[config.mk]
export PLATFORM = sky130hd
export DESIGN_NAME = frame_power_db_meter_core
export DESIGN_NICKNAME = d
export VERILOG_FILES = /design/src/sv/fpdb_pkg.sv /design/src/sv/frame_power_db_meter_core.sv /design/src/sv/fpdb_engine.sv
export SDC_FILE = /design/constraint.sdc
export NUM_CORES = 2
export LEC_CHECK = 0
export BUFFER_PORTS_ARGS = -buffer_cell sky130_fd_sc_hd__buf_2
export CORE_ASPECT_RATIO = 2
export CORE_MARGIN = 4
export CORE_UTILIZATION = 35
export CTS_CLUSTER_DIAMETER = 40
export DETAILED_ROUTE_END_ITERATION = 7
export PLACE_DENSITY = 0.5
export RECOVER_POWER = 50
export REMOVE_ABC_BUFFERS = 1
export SLEW_MARGIN = 25
export SYNTH_ARGS = -nofsm -noshare
export SYNTH_HDL_FRONTEND = slang
export SYNTH_HIERARCHICAL = 1
export SYNTH_SLANG_ARGS = --single-unit
[constraint.sdc]
create_clock -name clk -period 17.8 [get_ports clk]
set_input_delay 1.78 -clock clk [delete_from_list [all_inputs] [get_ports clk]]
set_output_delay 1.78 -clock clk [all_outputs]
set_load 0.02 [all_outputs]
[src/sv/fpdb_pkg.sv]
// Package for the frame power dB meter: payload structs, engine handshake
// structs, state enums and fixed constants. No dependencies.
`timescale 1ns / 1ps

package fpdb_pkg;

	localparam int SAMPLE_W = 16;
	localparam int REF_W = 15;
	localparam int ENERGY_W = 43;
	localparam int LEVEL_W = 16;

	localparam logic [REF_W-1:0] REF_RESET = 15'h7FFF;
	localparam int FLOOR_Q8 = -32512;
	localparam int CEIL_Q8 = 23296;
	localparam int DB_PER_LOG2_Q16 = 197283;

	typedef struct packed {
		logic signed [SAMPLE_W-1:0] sample;
		logic                       frame_end;
	} item_t;

	typedef struct packed {
		logic signed [LEVEL_W-1:0] level_db_q8;
		logic                      floor_hit;
	} result_t;

	typedef struct packed {
		logic                start;
		logic [ENERGY_W-1:0] energy;
		logic [ENERGY_W-1:0] count;
		logic [REF_W-1:0]    ref_level;
	} eng_req_t;

	typedef struct packed {
		logic                      done;
		logic signed [LEVEL_W-1:0] level;
		logic                      floor_hit;
	} eng_rsp_t;

	typedef enum logic [1:0] {
		ST_ACC,
		ST_WAIT,
		ST_RUN
	} core_state_t;

	typedef enum logic [2:0] {
		ENG_IDLE,
		ENG_NORM,
		ENG_MUL,
		ENG_SQ,
		ENG_ACCUM,
		ENG_SCALE,
		ENG_ROUND,
		ENG_DONE
	} eng_state_t;

	typedef enum logic [1:0] {
		OP_ENERGY,
		OP_COUNT,
		OP_REF
	} eng_op_t;

endpackage

[src/sv/frame_power_db_meter_core.sv]
// Frame power dB meter: one sample beat per cycle while a frame accumulates.
// After the frame_end beat, ready stays low until the result is valid; zero energy
// or a zero reference skips the logarithms, else the wait is set by the
// leading-one walks and sixteen squarings per logarithm.
// A result left waiting in the output register holds off the next log pass.
// Asynchronous active-low reset clears sums and control; the reference resets to full scale.
`timescale 1ns / 1ps

module frame_power_db_meter_core #(
	parameter int MAX_FRAME = 4096
) (
	input  logic              clk,
	input  logic              arst_n,
	input  logic              item_valid,
	output logic              item_ready,
	input  fpdb_pkg::item_t   item,
	output logic              result_valid,
	input  logic              result_ready,
	output fpdb_pkg::result_t result,
	input  logic              cfg_we,
	input  logic [fpdb_pkg::REF_W-1:0] cfg_wdata
);

	localparam int EW = fpdb_pkg::ENERGY_W;
	localparam int CNT_W = $clog2(MAX_FRAME + 1);
	localparam logic [CNT_W-1:0] MAX_CNT = CNT_W'(MAX_FRAME);

	fpdb_pkg::core_state_t state_q, state_d;
	fpdb_pkg::eng_req_t    req;
	fpdb_pkg::eng_rsp_t    rsp;

	logic [fpdb_pkg::REF_W-1:0] ref_q;
	logic [EW-1:0]              energy_q;
	logic [CNT_W-1:0]           count_q;
	logic [30:0]                sq_s1;
	logic                       add_s1;
	logic                       last_s1;
	logic                       accept;
	logic signed [31:0]         sq_full;
	logic [EW:0]                sum;
	logic                       finish;
	logic                       eng_start;
	fpdb_pkg::result_t          result_q;
	logic                       result_valid_q;

	assign item_ready = (state_q == fpdb_pkg::ST_ACC) && !last_s1;
	assign accept = item_valid && item_ready;
	assign sq_full = item.sample * item.sample;
	assign sum = {1'b0, energy_q} + (EW+1)'(sq_s1);
	assign finish = (state_q == fpdb_pkg::ST_RUN) && rsp.done;

	always_ff @(posedge clk or negedge arst_n) begin
		if (!arst_n) begin
			ref_q <= fpdb_pkg::REF_RESET;
		end else if (cfg_we) begin
			ref_q <= cfg_wdata;
		end
	end

	always_ff @(posedge clk or negedge arst_n) begin
		if (!arst_n) begin
			state_q <= fpdb_pkg::ST_ACC;
		end else begin
			state_q <= state_d;
		end
	end

	always_comb begin
		state_d = state_q;
		eng_start = 1'b0;
		case (state_q)
			fpdb_pkg::ST_ACC: begin
				if (last_s1) begin
					state_d = fpdb_pkg::ST_WAIT;
				end
			end
			fpdb_pkg::ST_WAIT: begin
				// The engine starts only once the output register is free.
				if (!result_valid_q) begin
					eng_start = 1'b1;
					state_d = fpdb_pkg::ST_RUN;
				end
			end
			fpdb_pkg::ST_RUN: begin
				if (rsp.done) begin
					state_d = fpdb_pkg::ST_ACC;
				end
			end
			default: state_d = fpdb_pkg::ST_ACC;
		endcase
	end

	assign req.start = eng_start;
	assign req.energy = energy_q;
	assign req.count = EW'(count_q);
	assign req.ref_level = ref_q;

	always_ff @(posedge clk or negedge arst_n) begin
		if (!arst_n) begin
			add_s1 <= 1'b0;
			last_s1 <= 1'b0;
			count_q <= '0;
		end else begin
			add_s1 <= accept && (count_q < MAX_CNT);
			last_s1 <= accept && item.frame_end;
			if (finish) begin
				count_q <= '0;
			end else if (accept && (count_q < MAX_CNT)) begin
				count_q <= count_q + CNT_W'(1);
			end
		end
	end

	always_ff @(posedge clk) begin
		sq_s1 <= sq_full[30:0];
	end

	always_ff @(posedge clk or negedge arst_n) begin
		if (!arst_n) begin
			energy_q <= '0;
		end else if (finish) begin
			energy_q <= '0;
		end else if (add_s1) begin
			energy_q <= sum[EW] ? {EW{1'b1}} : sum[EW-1:0];
		end
	end

	fpdb_engine u_engine (
		.clk    (clk),
		.arst_n (arst_n),
		.req    (req),
		.rsp    (rsp)
	);

	always_ff @(posedge clk or negedge arst_n) begin
		if (!arst_n) begin
			result_valid_q <= 1'b0;
		end else if (finish) begin
			result_valid_q <= 1'b1;
		end else if (result_ready) begin
			result_valid_q <= 1'b0;
		end
	end

	always_ff @(posedge clk) begin
		if (finish) begin
			result_q.level_db_q8 <= rsp.level;
			result_q.floor_hit <= rsp.floor_hit;
		end
	end

	assign result_valid = result_valid_q;
	assign result = result_q;

endmodule

[src/sv/fpdb_engine.sv]
// Log-domain level engine: three base-2 logarithms through one shared
// multiplier, then scaling to Q8 dB with rounding and clamping.
// Depends on fpdb_pkg.
`timescale 1ns / 1ps

module fpdb_engine (
	input  logic               clk,
	input  logic               arst_n,
	input  fpdb_pkg::eng_req_t req,
	output fpdb_pkg::eng_rsp_t rsp
);

	localparam int EW = fpdb_pkg::ENERGY_W;
	localparam int D_W = 25;
	localparam int MUL_W = 33;
	localparam int PROD_W = 2 * MUL_W;
	localparam int RND_W = 48;
	localparam int LVL_W = 24;
	localparam logic [5:0] POS_TOP = 6'(EW - 1);
	localparam logic signed [LVL_W-1:0] LVL_FLOOR = LVL_W'(fpdb_pkg::FLOOR_Q8);
	localparam logic signed [LVL_W-1:0] LVL_CEIL = LVL_W'(fpdb_pkg::CEIL_Q8);
	localparam logic signed [MUL_W-1:0] DB_K = MUL_W'(fpdb_pkg::DB_PER_LOG2_Q16);
	localparam logic signed [RND_W-1:0] RND_HALF = RND_W'(64'sd8388608);

	fpdb_pkg::eng_state_t state_q, state_d;
	fpdb_pkg::eng_op_t    op_q;

	logic [EW-1:0]              norm_q;
	logic [5:0]                 pos_q;
	logic [31:0]                m_q;
	logic [15:0]                frac_q;
	logic [3:0]                 iter_q;
	logic signed [D_W-1:0]      d_q;
	logic signed [PROD_W-1:0]   prod_q;
	logic signed [fpdb_pkg::LEVEL_W-1:0] level_q;
	logic                       floor_q;

	logic signed [MUL_W-1:0]  mul_a, mul_b;
	logic signed [PROD_W-1:0] prod;
	logic [32:0]              sq;
	logic [D_W-1:0]           log_val;
	logic signed [RND_W-1:0]  rnd;
	logic signed [LVL_W-1:0]  lvl;
	logic                     trivial;

	// One multiplier serves both the mantissa squaring and the dB scaling.
	always_comb begin
		if (state_q == fpdb_pkg::ENG_SCALE) begin
			mul_a = {{(MUL_W-D_W){d_q[D_W-1]}}, d_q};
			mul_b = DB_K;
		end else begin
			mul_a = {1'b0, m_q};
			mul_b = {1'b0, m_q};
		end
	end

	assign prod = mul_a * mul_b;
	assign sq = prod_q[63:31];
	assign log_val = {3'b000, pos_q, frac_q};
	assign rnd = prod_q[RND_W-1:0] + RND_HALF;
	assign lvl = rnd[RND_W-1:RND_W-LVL_W];
	assign trivial = (req.energy == '0) || (req.ref_level == '0);

	always_ff @(posedge clk or negedge arst_n) begin
		if (!arst_n) begin
			state_q <= fpdb_pkg::ENG_IDLE;
		end else begin
			state_q <= state_d;
		end
	end

	always_comb begin
		state_d = state_q;
		case (state_q)
			fpdb_pkg::ENG_IDLE: begin
				if (req.start) begin
					state_d = trivial ? fpdb_pkg::ENG_DONE : fpdb_pkg::ENG_NORM;
				end
			end
			fpdb_pkg::ENG_NORM: begin
				if (norm_q[EW-1]) begin
					state_d = fpdb_pkg::ENG_MUL;
				end
			end
			fpdb_pkg::ENG_MUL: state_d = fpdb_pkg::ENG_SQ;
			fpdb_pkg::ENG_SQ: begin
				state_d = (iter_q == 4'hF) ? fpdb_pkg::ENG_ACCUM : fpdb_pkg::ENG_MUL;
			end
			fpdb_pkg::ENG_ACCUM: begin
				state_d = (op_q == fpdb_pkg::OP_REF) ? fpdb_pkg::ENG_SCALE
				                                     : fpdb_pkg::ENG_NORM;
			end
			fpdb_pkg::ENG_SCALE: state_d = fpdb_pkg::ENG_ROUND;
			fpdb_pkg::ENG_ROUND: state_d = fpdb_pkg::ENG_DONE;
			fpdb_pkg::ENG_DONE: state_d = fpdb_pkg::ENG_IDLE;
			default: state_d = fpdb_pkg::ENG_IDLE;
		endcase
	end

	always_ff @(posedge clk) begin
		case (state_q)
			fpdb_pkg::ENG_IDLE: begin
				op_q <= fpdb_pkg::OP_ENERGY;
				norm_q <= req.energy;
				pos_q <= POS_TOP;
				level_q <= fpdb_pkg::LEVEL_W'(fpdb_pkg::FLOOR_Q8);
				floor_q <= 1'b1;
			end
			fpdb_pkg::ENG_NORM: begin
				// The leading one is walked up to the top bit, one place a cycle.
				if (norm_q[EW-1]) begin
					m_q <= norm_q[EW-1:EW-32];
					frac_q <= '0;
					iter_q <= '0;
				end else begin
					norm_q <= {norm_q[EW-2:0], 1'b0};
					pos_q <= pos_q - 6'd1;
				end
			end
			fpdb_pkg::ENG_MUL: prod_q <= prod;
			fpdb_pkg::ENG_SQ: begin
				frac_q <= {frac_q[14:0], sq[32]};
				m_q <= sq[32] ? sq[32:1] : sq[31:0];
				iter_q <= iter_q + 4'd1;
			end
			fpdb_pkg::ENG_ACCUM: begin
				pos_q <= POS_TOP;
				case (op_q)
					fpdb_pkg::OP_ENERGY: begin
						d_q <= $signed(log_val);
						op_q <= fpdb_pkg::OP_COUNT;
						norm_q <= req.count;
					end
					fpdb_pkg::OP_COUNT: begin
						d_q <= d_q - $signed(log_val);
						op_q <= fpdb_pkg::OP_REF;
						norm_q <= EW'(req.ref_level);
					end
					default: begin
						d_q <= d_q - $signed({log_val[D_W-2:0], 1'b0});
					end
				endcase
			end
			fpdb_pkg::ENG_SCALE: prod_q <= prod;
			fpdb_pkg::ENG_ROUND: begin
				if (lvl <= LVL_FLOOR) begin
					level_q <= LVL_FLOOR[fpdb_pkg::LEVEL_W-1:0];
					floor_q <= 1'b1;
				end else if (lvl > LVL_CEIL) begin
					level_q <= LVL_CEIL[fpdb_pkg::LEVEL_W-1:0];
					floor_q <= 1'b0;
				end else begin
					level_q <= lvl[fpdb_pkg::LEVEL_W-1:0];
					floor_q <= 1'b0;
				end
			end
			default: begin
			end
		endcase
	end

	assign rsp.done = (state_q == fpdb_pkg::ENG_DONE);
	assign rsp.level = level_q;
	assign rsp.floor_hit = floor_q;

endmodule

==> impl_metrics.toml <==
[timing]
grt_setup_unrepaired = "false"
max_freq_mhz = 80.0
final_max_slew_viol_count = 400
slew_headroom_pct = -132
setup_viol = 0
hold_viol = 0
fin_crit_sh_pct = 70.3
finClkSkew_ps = 71.4
period_minus_slack_ps = 12510
tns_ps = 0
worst_pin_slew_ps = 3480

[final_layout]
layout-drive-gt1-share_pct = 5.43
final_cells = 8889
final_common_cell = "inv_1"
area_growth_syn_to_layout_pct = 8.14
layout_common_cells = "inv_1, fa_1, nand2_1"
final_cell_area_um2 = 67100
nets = 8231
fillers = 18000

[grt]
grt_max_degree = 97
grt_use_total_pct = 24.0
grt_pass1_wl_mm = 328
grt_pass1_vias = 52200
grt_overflow = 0
antenna_found_initial = 2

[cts]
post_cts_buffers = 0
clk_path_buf_depth = 3
postCtsHoldBufs = 0
cts.clk_slew.worst_paths_ps = 60
cts_root_buf = "clkbuf_16"
cts_buffers = 58
clock-sinks = 312
cts_resized = 0
insertion_delay_ps = 660
cts-htree-levels = 2
cts_tree = "built"

[outcome]
violations = "capacitance limit, slew limit"
run_status = "complete, but fails checks"

[detailed_routing]
wire_per_inst_um = 24.8
drtAntennaViolNets = 0
routed_wl_mm = 220
top_layer = "met5"
dr_wl_met2_mm = 123
via_count = 46100
viasPerCell = 5.19
dr.pass1.iters = 6
routed-wl-met3_mm = 8.09
drt_iter0_markers = 2537
drc = 0
met1_length_mm = 63.5

[critical_path]
cpMostUsedCell = "fa_1"
cp.arrival_ps = 12840
critical_path_class = "reg2reg"
start_kind = "flop"
worstPathMaxFanout = 80
critPathSlowestCell = "clkbuf_1"
crit_path_max_incr_delay_ps = 2010
cp.required_ps = 18130
end_kind = "flop"

[die]
fp.dieH_um = 603
core_um2 = 176000
ios = 56
start_util_pct = 35.2
rows = 218
dieArea_um2 = 184000
die_w_um = 306

[placement]
dp.cells = 8777
gp_congestion = 0.994
io_buffers = 55
place_area_um2 = 65000
dp_hpwl_mm = 177

[synthesis]
muxShareOfSynthArea_pct = 1.18
synth.area.top_cells = "fa_1, edfxtp_1, inv_1, ha_1, and3_1"
ys_warn_count = 6
ys_async_sr_fraction_pct = 25.3
synth-xor-area-share_pct = 2.71
yosys.area_share.simple_pct = 13.9
yosysTopAreaCell = "fa_1"
yosysSeqAreaShare_pct = 14.0
synth_top_family_by_area = "adder cells"
avgSynthCellArea_um2 = 9.47
synth_edf_count = 203
synth_seq_cells = 312
synth_top_area_share_pct = 42.6
ys_types = 93
netlist_instances = 6549
synth_adder_area_share_pct = 49.6
ys.flop_type = "edfxtp_1"
synth_compound_area_share_pct = 7.32
netlist_area_um2 = 62000

[min_path]
min_path_type = "reg2reg"

[run]
cap_violations = 8
[per-stage QoR]
stage / hold WS (ps) / util [%] / worst slack (ps)
final: 485 / 38.1 / 5290
after global routing: 485 / 38.1 / 4730
after CTS: 480 / 38.1 / 7000
after detailed placement: 472 / 36.9 / 7060
after global placement: 465 / 36.9 / 7180
after floorplan: 400 / - / 3200
[cell usage after synthesis, types with 10 or more instances]
library cell,instances
xnor2_1,124
and4_1,10
mux2i_1,53
edfxtp_1,203
a21o_1,68
dfrtp_1,64
or2_2,48
fa_1,1320
xor2_1,68
o21a_1,25
nand2_1,632
clkbuf_1,284
a211oi_1,24
nor2_1,258
o21bai_1,21
mux2_2,18
o21ai_0,159
nor4_1,16
a21oi_1,216
a31oi_1,40
dfxtp_1,30
a221o_1,18
inv_1,1548
o211ai_1,10
nand4_1,26
a22oi_1,33
dfstp_2,15
nor3_1,33
nand2b_1,30
buf_2,12
and3_1,464
and2_1,100
or3_1,12
ha_1,347
nand3_1,57
nor2b_1,23
[worst max-delay path, delay by kind of cell, from the launching register on]
family                   cells  cell delay (ps)
flip-flops                   1              610
AND/OR/NAND/NOR              6             1460
AO/OA/AOI/OAI                7             2010
buffers and inverters        7             3600
adder cells (fa/ha/maj)      9             4240
XOR/XNOR                     1               90
[worst paths after layout]
kind | from | end | slack [ps] | cells past startpoint
setup reg to reg | u_engine/state_q[1]$_DFFE_PN0P_ | u_engine/prod_q[36]$_DFFE_PP_ | 5290 | 30
setup / recovery | u_engine/state_q[1]$_DFFE_PN0P_ | u_engine/prod_q[36]$_DFFE_PP_ | 5290 | 30
hold reg to reg | u_engine/level_q[8]$_SDFFCE_PP1P_ | result[9]$_DFFE_PP_ | 490 | 0
min in group asynchronous | arst_n | last_s1$_DFF_PN0_ | 1520 | 1
hold / removal | u_engine/level_q[8]$_SDFFCE_PP1P_ | result[9]$_DFFE_PP_ | 490 | 0
max in group asynchronous | arst_n | energy_q[19]$_DFFE_PN0P_ | 12650 | 2
[state kept, by name, indices dropped and copies added, names as in the netlist]
name	cells
u_engine/m_q	32
u_engine/frac_q	16
u_engine/norm_q	43
u_engine/op_q	2
u_engine/floor_q	1
result_valid	1
add_s1	1
u_engine/pos_q	6
energy_q	43
last_s1	1
u_engine/level_q	16
u_engine/prod_q	41
state_q	2
result	17
count_q	13
ref_q	15
u_engine/d_q	25
sq_s1	30
u_engine/iter_q	4
u_engine/state_q	3
[layer usage]
layer  track usage, %  vias up
met5                0        -
met4             21.2        2
met3             2.80      809
met2             47.2     1434
met1             21.0    23700
li1                 -    20100
[kinds of logic (layout without fill, tap and decap cells)]
group,Yosys count,in the layout
muxes,71,71
AOI/OAI and AO/OA,711,711
adders and majority gates,1667,1667
and+or+nand+nor,1735,1735
xor gates and xnor gates,192,192
other,3,88
buffers and inverters,1858,1803
DFF,312,312
[cell type report]
class | instances | area, um^2 | area share, %
antenna | 3 | 7.51 | 0.0112
sequential | 312 | 8690 | 13.0
clock buffer | 62 | 1470 | 2.19
clock inverter | 47 | 636 | 0.947
timing repair buffer | 143 | 906 | 1.35
tap | 2310 | 2890 | 4.31
multi-input combinational | 4461 | 46700 | 69.6
inverter | 1551 | 5820 | 8.68
Power is not shown: default switching activity piles up to over one toggle a cycle in this logic, so the estimate is an artifact.
